<file path="src/rtl/bkr_pkg.sv">
package bkr_pkg;

    localparam int KEY_SLOTS = 6;

    // Operation codes of an input request.
    localparam logic [1:0] OP_REPORT = 2'd0;
    localparam logic [1:0] OP_TICK   = 2'd1;
    localparam logic [1:0] OP_DROP   = 2'd2;
    localparam logic [1:0] OP_UNUSED = 2'd3;

    // Configuration register indexes.
    localparam logic CFG_REPEAT_DELAY  = 1'b0;
    localparam logic CFG_REPEAT_PERIOD = 1'b1;

    localparam logic [15:0] REPEAT_DELAY_RESET  = 16'd400;
    localparam logic [15:0] REPEAT_PERIOD_RESET = 16'd45;

    // Usage codes with a meaning of their own.
    localparam logic [7:0] USAGE_EMPTY     = 8'h00;
    localparam logic [7:0] USAGE_ROLLOVER  = 8'h01;
    localparam logic [7:0] USAGE_ENTER     = 8'h28;
    localparam logic [7:0] USAGE_ESC       = 8'h29;
    localparam logic [7:0] USAGE_BACKSPACE = 8'h2A;
    localparam logic [7:0] USAGE_TAB       = 8'h2B;
    localparam logic [7:0] USAGE_RIGHT     = 8'h4F;
    localparam logic [7:0] USAGE_LEFT      = 8'h50;
    localparam logic [7:0] USAGE_DOWN      = 8'h51;
    localparam logic [7:0] USAGE_UP        = 8'h52;

    localparam logic [7:0] SHIFT_MASK = 8'h22;

    localparam logic [4:0] LEN_MIN_LINK   = 5'd1;
    localparam logic [4:0] LEN_MIN_DECODE = 5'd8;
    localparam logic [4:0] LEN_MAX        = 5'd16;

    // Event kinds.
    localparam logic [3:0] KIND_ENTER        = 4'd0;
    localparam logic [3:0] KIND_ESC          = 4'd1;
    localparam logic [3:0] KIND_BACKSPACE    = 4'd2;
    localparam logic [3:0] KIND_TAB          = 4'd3;
    localparam logic [3:0] KIND_RIGHT        = 4'd4;
    localparam logic [3:0] KIND_LEFT         = 4'd5;
    localparam logic [3:0] KIND_DOWN         = 4'd6;
    localparam logic [3:0] KIND_UP           = 4'd7;
    localparam logic [3:0] KIND_CHAR         = 4'd8;
    localparam logic [3:0] KIND_DISCONNECTED = 4'd9;

    typedef struct packed {
        logic [1:0] op;
        logic [4:0] report_length;
        logic [7:0] modifier_bits;
        logic [7:0] key_0;
        logic [7:0] key_1;
        logic [7:0] key_2;
        logic [7:0] key_3;
        logic [7:0] key_4;
        logic [7:0] key_5;
    } in_item_t;

    typedef struct packed {
        logic [3:0] event_kind;
        logic [7:0] key_usage;
        logic       shift_held;
        logic       is_repeat;
        logic       last_of_run;
    } out_item_t;

    // All events caused by one request, one slot per key position.
    typedef struct packed {
        logic [KEY_SLOTS-1:0]            mask;
        out_item_t [KEY_SLOTS-1:0]       ev;
    } batch_t;

    typedef struct packed {
        logic held_active;
        logic link_up;
    } status_t;

    function automatic logic [3:0] kind_of(input logic [7:0] usage);
        logic [3:0] kind;
        unique case (usage)
            USAGE_ENTER:     kind = KIND_ENTER;
            USAGE_ESC:       kind = KIND_ESC;
            USAGE_BACKSPACE: kind = KIND_BACKSPACE;
            USAGE_TAB:       kind = KIND_TAB;
            USAGE_RIGHT:     kind = KIND_RIGHT;
            USAGE_LEFT:      kind = KIND_LEFT;
            USAGE_DOWN:      kind = KIND_DOWN;
            USAGE_UP:        kind = KIND_UP;
            default:         kind = KIND_CHAR;
        endcase
        return kind;
    endfunction

endpackage

</file>
<file path="src/rtl/bkr_core.sv">
module bkr_core #(
    parameter int TIME_BITS = 32
) (
    input  logic              clk,
    input  logic              rst_n,
    input  logic              fire,
    input  bkr_pkg::in_item_t item,
    input  logic [15:0]       delay_ms,
    input  logic [15:0]       period_ms,
    output bkr_pkg::batch_t   batch,
    output bkr_pkg::status_t  status
);
    import bkr_pkg::*;

    logic [7:0]           prev_keys_reg [KEY_SLOTS];
    logic [7:0]           prev_keys_next [KEY_SLOTS];
    logic [7:0]           held_key_reg, held_key_next;
    logic [7:0]           held_mods_reg, held_mods_next;
    logic [TIME_BITS-1:0] due_reg, due_next;
    logic [TIME_BITS-1:0] ms_reg, ms_next;
    logic                 link_reg, link_next;

    logic [7:0]           keys [KEY_SLOTS];
    logic [KEY_SLOTS-1:0] new_key;
    logic [TIME_BITS-1:0] tick_diff;

    assign keys[0] = item.key_0;
    assign keys[1] = item.key_1;
    assign keys[2] = item.key_2;
    assign keys[3] = item.key_3;
    assign keys[4] = item.key_4;
    assign keys[5] = item.key_5;

    // A slot is new when it holds a real usage absent from the last decoded report.
    always_comb
    begin
        logic seen;
        for (int i = 0; i < KEY_SLOTS; i++)
        begin
            seen = 1'b0;
            for (int j = 0; j < KEY_SLOTS; j++)
            begin
                if (prev_keys_reg[j] == keys[i])
                begin
                    seen = 1'b1;
                end
            end
            new_key[i] = (keys[i] != USAGE_EMPTY) && (keys[i] != USAGE_ROLLOVER) && !seen;
        end
    end

    assign tick_diff = (ms_reg + TIME_BITS'(1)) - due_reg;

    always_comb
    begin
        logic       any_new;
        logic       still;
        logic [7:0] last_new;
        prev_keys_next = prev_keys_reg;
        held_key_next  = held_key_reg;
        held_mods_next = held_mods_reg;
        due_next       = due_reg;
        ms_next        = ms_reg;
        link_next      = link_reg;
        batch.mask     = '0;
        any_new        = 1'b0;
        still          = 1'b0;
        last_new       = USAGE_EMPTY;
        for (int i = 0; i < KEY_SLOTS; i++)
        begin
            batch.ev[i].event_kind  = kind_of(keys[i]);
            batch.ev[i].key_usage   = keys[i];
            batch.ev[i].shift_held  = (item.modifier_bits & SHIFT_MASK) != 8'h00;
            batch.ev[i].is_repeat   = 1'b0;
            batch.ev[i].last_of_run = 1'b0;
        end

        unique case (item.op)
            OP_REPORT:
            begin
                if (item.report_length >= LEN_MIN_LINK && item.report_length <= LEN_MAX)
                begin
                    link_next = 1'b1;
                end
                if (item.report_length >= LEN_MIN_DECODE && item.report_length <= LEN_MAX)
                begin
                    batch.mask = new_key;
                    for (int i = 0; i < KEY_SLOTS; i++)
                    begin
                        if (new_key[i])
                        begin
                            any_new  = 1'b1;
                            last_new = keys[i];
                        end
                        if (keys[i] == held_key_reg)
                        begin
                            still = 1'b1;
                        end
                        prev_keys_next[i] = keys[i];
                    end
                    // The new press in the highest slot always becomes held, since it is in this report.
                    if (any_new)
                    begin
                        held_key_next  = last_new;
                        held_mods_next = item.modifier_bits;
                        due_next       = ms_reg + TIME_BITS'(delay_ms);
                    end
                    else if (!still)
                    begin
                        held_key_next = USAGE_EMPTY;
                    end
                end
            end
            OP_TICK:
            begin
                ms_next = ms_reg + TIME_BITS'(1);
                if (held_key_reg != USAGE_EMPTY && link_reg && !tick_diff[TIME_BITS-1])
                begin
                    batch.mask[0]          = 1'b1;
                    batch.ev[0].event_kind = kind_of(held_key_reg);
                    batch.ev[0].key_usage  = held_key_reg;
                    batch.ev[0].shift_held = (held_mods_reg & SHIFT_MASK) != 8'h00;
                    batch.ev[0].is_repeat  = 1'b1;
                    due_next = ms_next + TIME_BITS'(period_ms);
                end
            end
            OP_DROP:
            begin
                held_key_next          = USAGE_EMPTY;
                link_next              = 1'b0;
                batch.mask[0]          = 1'b1;
                batch.ev[0].event_kind = KIND_DISCONNECTED;
                batch.ev[0].key_usage  = USAGE_EMPTY;
                batch.ev[0].shift_held = 1'b0;
                batch.ev[0].is_repeat  = 1'b0;
            end
            default:
            begin
                batch.mask = '0;
            end
        endcase

        // The highest pending slot closes the run.
        for (int i = 0; i < KEY_SLOTS; i++)
        begin
            batch.ev[i].last_of_run = batch.mask[i] &&
                ((batch.mask >> (i + 1)) == '0);
        end
    end

    always_ff @(posedge clk or negedge rst_n)
    begin
        if (!rst_n)
        begin
            for (int i = 0; i < KEY_SLOTS; i++)
            begin
                prev_keys_reg[i] <= USAGE_EMPTY;
            end
            held_key_reg  <= USAGE_EMPTY;
            held_mods_reg <= 8'h00;
            due_reg       <= '0;
            ms_reg        <= '0;
            link_reg      <= 1'b0;
        end
        else if (fire)
        begin
            prev_keys_reg <= prev_keys_next;
            held_key_reg  <= held_key_next;
            held_mods_reg <= held_mods_next;
            due_reg       <= due_next;
            ms_reg        <= ms_next;
            link_reg      <= link_next;
        end
    end

    assign status.held_active = held_key_reg != USAGE_EMPTY;
    assign status.link_up     = link_reg;

endmodule

</file>
<file path="src/rtl/bkr_emit.sv">
module bkr_emit (
    input  logic               clk,
    input  logic               rst_n,
    input  logic               fire,
    input  bkr_pkg::batch_t    batch,
    output logic               free,
    output logic               out_valid,
    input  logic               out_stall,
    output bkr_pkg::out_item_t out_item
);
    import bkr_pkg::*;

    logic [KEY_SLOTS-1:0]      pend_mask_reg, pend_mask_next;
    out_item_t [KEY_SLOTS-1:0] pend_ev_reg;
    logic                      out_valid_reg, out_valid_next;
    out_item_t                 out_reg;

    logic [KEY_SLOTS-1:0] low_bit;
    logic [KEY_SLOTS-1:0] pend_after;
    logic                 move;
    out_item_t            sel_ev;

    assign low_bit = pend_mask_reg & (~pend_mask_reg + KEY_SLOTS'(1));
    assign move    = (pend_mask_reg != '0) && (!out_valid_reg || !out_stall);

    always_comb
    begin
        sel_ev = '0;
        for (int i = 0; i < KEY_SLOTS; i++)
        begin
            if (low_bit[i])
            begin
                sel_ev = sel_ev | pend_ev_reg[i];
            end
        end
    end

    assign pend_after     = move ? (pend_mask_reg & ~low_bit) : pend_mask_reg;
    assign free           = pend_after == '0;
    assign pend_mask_next = fire ? batch.mask : pend_after;
    assign out_valid_next = move || (out_valid_reg && out_stall);

    always_ff @(posedge clk or negedge rst_n)
    begin
        if (!rst_n)
        begin
            pend_mask_reg <= '0;
            out_valid_reg <= 1'b0;
        end
        else
        begin
            pend_mask_reg <= pend_mask_next;
            out_valid_reg <= out_valid_next;
        end
    end

    always_ff @(posedge clk)
    begin
        if (fire)
        begin
            pend_ev_reg <= batch.ev;
        end
        if (move)
        begin
            out_reg <= sel_ev;
        end
    end

    assign out_valid = out_valid_reg;
    assign out_item  = out_reg;

endmodule

</file>
<file path="src/rtl/boot_keyboard_report_repeat_unit.sv">
// Input, pending and output registers lie in turn between a request and its results.
// Throughput: one request per cycle while each gives at most one result and the output
// does not stall; a report with n new presses holds the input until its last result
// leaves the pending register, since the output register takes one result per cycle.
// Reset clears key history, held key, time, link flag and all pending results, and
// loads the repeat delay and period with 400 and 45 ms.
module boot_keyboard_report_repeat_unit #(
    parameter int TIME_BITS = 32
) (
    input  logic               clk,
    input  logic               rst_n,
    input  logic               in_valid,
    output logic               in_stall,
    input  bkr_pkg::in_item_t  in_item,
    output logic               out_valid,
    input  logic               out_stall,
    output bkr_pkg::out_item_t out_item,
    input  logic               cfg_write,
    input  logic               cfg_index,
    input  logic [15:0]        cfg_data
);
    import bkr_pkg::*;

    in_item_t    item_reg;
    logic        item_valid_reg, item_valid_next;
    logic [15:0] delay_reg;
    logic [15:0] period_reg;

    batch_t  batch;
    status_t status;
    logic    free;
    logic    fire;
    logic    take;

    assign fire            = item_valid_reg && free;
    assign in_stall        = item_valid_reg && !free;
    assign take            = in_valid && !in_stall;
    assign item_valid_next = take || (item_valid_reg && !fire);

    always_ff @(posedge clk or negedge rst_n)
    begin
        if (!rst_n)
        begin
            item_valid_reg <= 1'b0;
            delay_reg      <= REPEAT_DELAY_RESET;
            period_reg     <= REPEAT_PERIOD_RESET;
        end
        else
        begin
            item_valid_reg <= item_valid_next;
            if (cfg_write)
            begin
                unique case (cfg_index)
                    CFG_REPEAT_DELAY:  delay_reg  <= cfg_data;
                    CFG_REPEAT_PERIOD: period_reg <= cfg_data;
                    default:           delay_reg  <= delay_reg;
                endcase
            end
        end
    end

    always_ff @(posedge clk)
    begin
        if (take)
        begin
            item_reg <= in_item;
        end
    end

    bkr_core #(
        .TIME_BITS (TIME_BITS)
    ) u_core (
        .clk       (clk),
        .rst_n     (rst_n),
        .fire      (fire),
        .item      (item_reg),
        .delay_ms  (delay_reg),
        .period_ms (period_reg),
        .batch     (batch),
        .status    (status)
    );

    bkr_emit u_emit (
        .clk       (clk),
        .rst_n     (rst_n),
        .fire      (fire),
        .batch     (batch),
        .free      (free),
        .out_valid (out_valid),
        .out_stall (out_stall),
        .out_item  (out_item)
    );

    // A key can only be held after a decoded report, which also brings the link up.
    assert property (@(posedge clk) disable iff (!rst_n)
        status.held_active |-> status.link_up)
        else $error("held key without link");

    assert property (@(posedge clk) disable iff (!rst_n)
        out_valid && (out_item.is_repeat || out_item.event_kind == KIND_DISCONNECTED)
        |-> out_item.last_of_run)
        else $error("single-result request not closed");

    assert property (@(posedge clk) disable iff (!rst_n)
        fire && item_reg.op == OP_DROP |=> !status.link_up && !status.held_active)
        else $error("drop left link or held key");

    assert property (@(posedge clk) disable iff (!rst_n)
        fire && item_reg.op == OP_UNUSED |=> free)
        else $error("unused op produced results");

endmodule

</file>
<file path="config.mk">
export PLATFORM = sky130hd
export DESIGN_NAME = boot_keyboard_report_repeat_unit
export DESIGN_NICKNAME = d
export VERILOG_FILES = /design/src/rtl/bkr_pkg.sv /design/src/rtl/bkr_core.sv /design/src/rtl/bkr_emit.sv /design/src/rtl/boot_keyboard_report_repeat_unit.sv
export SDC_FILE = /design/constraint.sdc
export NUM_CORES = 1
export LEC_CHECK = 0
export ABC_AREA = 1
export BUFFER_PORTS_ARGS = -buffer_cell sky130_fd_sc_hd__clkbuf_2
export CELL_PAD_IN_SITES_DETAIL_PLACEMENT = 0
export CELL_PAD_IN_SITES_GLOBAL_PLACEMENT = 1
export CORE_AREA = 8 8 239 241
export DETAILED_ROUTE_END_ITERATION = 6
export DIE_AREA = 0 0 247 249
export PLACE_DENSITY_LB_ADDON = 0.3
export SYNTH_ARGS = -nofsm -noshare
export SYNTH_HDL_FRONTEND = slang
export SYNTH_SLANG_ARGS = --single-unit
</file>
<file path="constraint.sdc">
create_clock -name clk -period 4.1 [get_ports clk]
set_input_delay 0.82 -clock clk [delete_from_list [all_inputs] [get_ports clk]]
set_output_delay 0.82 -clock clk [all_outputs]
set_load 0.01 [all_outputs]
</file>
### Yosys cells after proc, flatten, opt, wreduce, memory -nomap -nowiden

Index checks and enable logic that the tools add are counted.

* flip-flop bits (word level): 324
* bits of input ports: 85
* output and inout port bits: 17
* logic and storage cells: 338

* add/subtract/negate cells: 5
* $lt $le $gt $ge: 3
* equality and inequality tests: 111
* multiplexer cells: 89
* bitwise operators: 10
* reductions and logical operators: 69

Operators by type and width (number)
* 8-bit == test: 42
* 8-bit by 6-bit == test with 1-bit output (second input constant): 28
* 8-bit by 7-bit == test with 1-bit output (second input constant): 28
* 4-bit one-hot mux with 8 select lines: 7
* 32-bit 2-to-1 mux: 3
* 15-bit 2-to-1 mux: 6
* 15-bit bitwise OR: 5
* 8-bit 2-to-1 mux: 9
* 8-bit nonzero test: 9
* 32-bit by 16-bit adder with 32-bit output: 2
* 32-bit one-hot mux with 2 select lines: 1
* 1-bit 2-to-1 mux: 54
* 8-bit by 1-bit != test with 1-bit output (second input constant): 6
* 6-bit zero test: 6
* 32-bit by 1-bit adder with 32-bit output (second input constant): 1
* 32-bit subtractor: 1
* 14-bit one-hot mux with 2 select lines: 1
* 1-bit logical AND: 27
* 6-bit 2-to-1 mux: 3
* 8-bit one-hot mux with 2 select lines: 1
* 14-bit 2-to-1 mux: 1
* 6-bit AND: 2
* 1-bit zero test: 12
* 6-bit NOT: 2
* other kinds (20): 30

### Longest topological paths before layout

* word-level depth: 20
* depth in mapped cells: 25
* depth with buffers taken out: 25

### Modules after synthesis

Synthesis repeated with hierarchy kept, for this count alone.

* cell total of the unflattened synthesis: 3180
* area total of the unflattened synthesis: 23237.3 µm²

Modules (own cells, without submodules)
* bkr_core: instances 1, cells each 2655, area each 15720.1 µm², sequential area each 3078.0 µm²
* bkr_emit: instances 1, cells each 314, area each 4244.1 µm², sequential area each 3328.2 µm²
* boot_keyboard_report_repeat_unit: instances 1, cells each 211, area each 3273.1 µm², sequential area each 2726.4 µm²

### Worst setup path before layout

No wires, ideal clock.

* path kind: input to register
* from: in out_stall
* to: reg item_reg[0] (netlist bit) (enable)
* library setup time: 0.472 ns
* data arrival time: 4.103 ns
* required time: 3.628 ns
* setup slack: -0.475 ns
* stages: 9
* path buffers: 0
* cell sequence: nand2_1 > nand2_2 > inv_2 > a21oi_1 > nor2_2 > nand2_1 > inv_1 > nor2_1 > nor2_1

* longest elaborated chain between the ends: 9

RTL lines
* from (decl): RTL line boot_keyboard_report_repeat_unit.sv:16 `input logic out_stall,`
* 1-bit zero test: RTL line bkr_emit.sv:24 `assign move = (pend_mask_reg != '0) && (!out_valid_reg || !out_stall);`
* 1-bit logical OR: RTL line bkr_emit.sv:24
* 1-bit logical AND: RTL line bkr_emit.sv:24
* via u_emit.move: RTL line bkr_emit.sv:20 `logic move;`
* 6-bit 2-to-1 mux: RTL line bkr_emit.sv:38 `assign pend_after = move ? (pend_mask_reg & ~low_bit) : pend_mask_reg;`
* 6-bit zero test: RTL line bkr_emit.sv:39 `assign free = pend_after == '0;`
* 1-bit zero test: RTL line boot_keyboard_report_repeat_unit.sv:36 `assign in_stall = item_valid_reg && !free;`
* 1-bit logical AND: RTL line boot_keyboard_report_repeat_unit.sv:36
* via in_stall: RTL line boot_keyboard_report_repeat_unit.sv:13 `output logic in_stall,`
* 1-bit zero test: RTL line boot_keyboard_report_repeat_unit.sv:37 `assign take = in_valid && !in_stall;`
* 1-bit logical AND: RTL line boot_keyboard_report_repeat_unit.sv:37
* via take: RTL line boot_keyboard_report_repeat_unit.sv:33 `logic take;`
* to (signal assigned): RTL line boot_keyboard_report_repeat_unit.sv:66 `item_reg <= in_item;`
* to (decl): RTL line boot_keyboard_report_repeat_unit.sv:24 `in_item_t item_reg;`

The timed path passes the listed nets, and every way through them passes these cells.
A chain may end at the register's enable or synchronous reset.

### Final worst setup path

* from: reg u_core.ms_reg[3]
* to: reg u_core.due_reg[23]

* longest elaborated chain between the ends: 6
* elaborated cells on any way between the ends: 12
* classes of those cells: add/sub (4); eq/ne (1); mux (4); reduce/logical (3)

RTL lines
* from (decl): RTL line bkr_core.sv:20 `logic [TIME_BITS-1:0] ms_reg, ms_next;`
* from (signal assigned): RTL line bkr_core.sv:171 `ms_reg <= ms_next;`
* 32-bit by 1-bit adder with 32-bit output: RTL line bkr_core.sv:52, bkr_core.sv:116
* 32-bit subtractor: RTL line bkr_core.sv:52 `assign tick_diff = (ms_reg + TIME_BITS'(1)) - due_reg;`
* 1-bit zero test: RTL line bkr_core.sv:117 `if (held_key_reg != USAGE_EMPTY && link_reg && !tick_diff[TIME_BITS-1])`
* 1-bit logical AND: RTL line bkr_core.sv:117
* 2-bit by 1-bit != test with 1-bit output (no line)
* 5-bit AND reduction (no line)
* to (signal assigned): RTL line bkr_core.sv:170 `due_reg <= due_next;`
* to (decl): RTL line bkr_core.sv:19 `logic [TIME_BITS-1:0] due_reg, due_next;`

Parallel ways exist; a longest one is shown, timed or not. The select of a mux whose other input is x is not followed.

==> impl_metrics.toml <==
[global_route]
overflow = 0
grt_use_total_pct = 27.1
grt_max_degree = 83
antenna_found_initial = 3
grt_first_pass_wirelength_um = 127000
grt_pass1_vias = 20000

[sta]
hold_violations = 0
min_period_ns = 3.82
maxSlewHeadroom_pct = 27.3
whs_ns = 0.237
rsz0062_at_grt = "no"
worst_pin_slew_ns = 1.09
setup-tns-final_ns = 0
clock_skew_ns = 0.0293
finalMaxSlewViolations = 0
max_freq_mhz = 262
min_period_over_period_pct = 93.1
setup_violations = 0
fin_ws_ns = 0.283

[final_layout]
final_cells = 3849
nNetsFinal = 3275
antenna_cells = 0
regArea_um2 = 8680
largest_register_ffs = 81
fillers = 5349
syn_to_final_growth_pct = 11.9
multiInputGateArea_um2 = 11600
drive_gt1_share_pct = 9.74

[synthesis]
yosysSeqAreaShare_pct = 39.2
ys_top_cells_by_count = "1035 x nand2_1, 295 x inv_1, 248 x nor2_1, 228 x o21ai_0, 186 x xnor2_1"
avgSynthCellArea_um2 = 7.28
yosysMostFrequentCell = "nand2_1"
synthTopCellsByArea = "edfxtp_1 21%, dfrtp_1 18%, nand2_1 18%"
yosysTopAreaCell = "edfxtp_1"
synthCells = 3044
synth_nets = 3198
synth_edf_count = 153
yosysUniqueCellTypes = 52
synth_top_area_share_pct = 20.7
ys_async_sr_fraction_pct = 51.6
synthFlopType = "dfrtp_1"
netlist_area_um2 = 22100
ys.warnings.count = 0
ys_ff_latch = 316

[pwr]
p_leak_uw = 0.0114
ir_drop_v = 0.000599
p_total_uw = 19100
powerDensity_nw_per_um2 = 770

[critical_path]
crit_path_end_kind = "register"
arrival_ns = 4.33
r2r-end = "u_core.due_reg[23]$_DFFE_PN0P_"
critPathBufInv = 2
rrSetupSlack_ns = 0.28
cp_slowest_cell = "dfrtp_1"
path_max_fanout = 6
crit_type = "register to register"
crit-reg2reg-launch = "u_core.ms_reg[3]$_DFFE_PN0P_"
slowest_delay_ns = 0.43
path_delay_family = "simple AND/OR/NAND/NOR gates"
crit_chain = "nand2_1 -> nor2_1 -> nand2_1 -> nor2_1 -> xor2_1 -> buf_4 -> ha_1 -> nand2_1 -> inv_1 -> and3_1 -> nand2_1 -> nand2_1 -> nand3_1 -> nand2_1 -> nand2_2 -> nor2_4 -> o21ai_0 -> o21ai_0 -> nand2_1 -> nand2_1"
required_ns = 4.61
cp-start-kind = "register"
r2r_cells = 20
cpMostUsedCell = "nand2_1"

[min_path]
hold_path_class = "primary input to asynchronous set/reset pin"

[routing]
drc = 0
wl_per_cell_um = 22.1
vias = 21300
drt_wl_total_um = 85300
viasPerCell = 5.55
drtAntennaViolNets = 0
dr.pass1.iters = 6
drt_iter0_drc = 2554

[placed_design]
dp_hpwl_um = 62400
gp_congestion = 1.00
dp_cells = 3775
place_ws_ns = 0.312
numPortBuffers = 95

[clock_tree]
clkSinkCount = 316
path_clk_slew_ns = 0.06
cts_setup_buffers = 0
cts_tree = "done"
clk_path_buf_depth = 3
insertion_delay_ns = 0.58
clock-root-buffer = "clkbuf_16"
cts_max_level = 2
cts_made_buffers = 40

[floorplanning]
start_util_pct = 41.6
die_w_um = 247
ios = 102
die_h_um = 249
rows = 85
core_area_um2 = 53300
dieArea_um2 = 61500

[flow_run]
drv_cap = 0

[status]
status = "finished, final reports clean"
stage by stage:
stage	area, um^2	utilization, %
after floorplan	22100	-
after global placement	23500	44.0
after detailed placement	23500	44.0
after CTS	24800	46.5
after global routing	24800	46.5
final	24800	46.5
area by class of cell:
cell class / count / share of cell area, %
Sequential cell: 316 / 35.0
Timing Repair Buffer: 181 / 4.80
Tap cell: 696 / 3.51
Clock inverter: 22 / 0.964
Clock buffer: 52 / 4.38
Inverter: 310 / 4.71
Multi-Input combinational cell: 2272 / 46.6
layout by cell type (no fill, tap or decap), types with 4 or more instances in the layout:
| master | instances |
|---|---|
| a21oi_1 | 85 |
| a221oi_1 | 13 |
| a31oi_1 | 5 |
| buf_12 | 5 |
| buf_4 | 81 |
| clkbuf_1 | 8 |
| clkbuf_16 | 40 |
| clkbuf_2 | 94 |
| clkbuf_8 | 4 |
| clkinv_1 | 6 |
| clkinv_2 | 9 |
| clkinvlp_4 | 5 |
| dfrtp_1 | 156 |
| dfstp_2 | 7 |
| edfxtp_1 | 153 |
| ha_1 | 65 |
| inv_1 | 294 |
| inv_2 | 11 |
| nand2_1 | 1035 |
| nand2_2 | 12 |
| nand3_1 | 166 |
| nand4_1 | 97 |
| nor2_1 | 246 |
| nor2_2 | 7 |
| nor2_4 | 9 |
| nor3_1 | 22 |
| nor4_1 | 7 |
| o211ai_1 | 10 |
| o21a_1 | 5 |
| o21ai_0 | 228 |
| o21ai_1 | 4 |
| o21bai_1 | 6 |
| xnor2_1 | 186 |
| xor2_1 | 30 |
power breakdown:
| part | switching, uW | internal [uW] | leakage [uW] |
|---|---|---|---|
| logic | 5670 | 3060 | 0.00722 |
| clock network | 1510 | 2080 | 0.000638 |
| registers | 1820 | 4960 | 0.00352 |
metal layers:
metal,up-vias,global-route usage [%],share of wire [%]
met5,-,0,0.015
met2,1145,37.9,41
li1,10000,-,-
met3,188,7.94,12
met4,2,8.88,3.3
met1,10000,39.3,44
kinds of logic (layout without fill, tap and decap cells):
family	count (synthesis)	count (layout)	synth area share, %
AO/OA/AOI/OAI	369	369	9.01
buffers and inverters	456	565	8.69
flip-flops	316	316	39.2
XOR/XNOR	216	216	8.54
adder cells (fa/ha/maj)	69	69	3.97
AND/OR/NAND/NOR	1617	1617	30.5
multiplexers	1	1	0.0452
worst max path at each step:
stage                                            start                               to  cells past startpoint
after floorplan                              out_stall  u_emit.pend_ev_reg[0]$_DFFE_PP_                      7
after global placement    u_core.ms_reg[1]$_DFFE_PN0P_   u_core.due_reg[23]$_DFFE_PN0P_                     19
after detailed placement  u_core.ms_reg[1]$_DFFE_PN0P_   u_core.due_reg[23]$_DFFE_PN0P_                     19
after CTS                 u_core.ms_reg[1]$_DFFE_PN0P_   u_core.due_reg[23]$_DFFE_PN0P_                     19
after global routing      u_core.ms_reg[1]$_DFFE_PN0P_   u_core.due_reg[29]$_DFFE_PN0P_                     24
final                     u_core.ms_reg[3]$_DFFE_PN0P_   u_core.due_reg[23]$_DFFE_PN0P_                     20
what timing repair did:
action	4_1_cts	5_1_grt
setup endpoints to repair	0	2
hold buffers	0	0
gates resized for setup	0	2
hold endpoints to repair	0	0
Power figures use the tool's default switching activity.
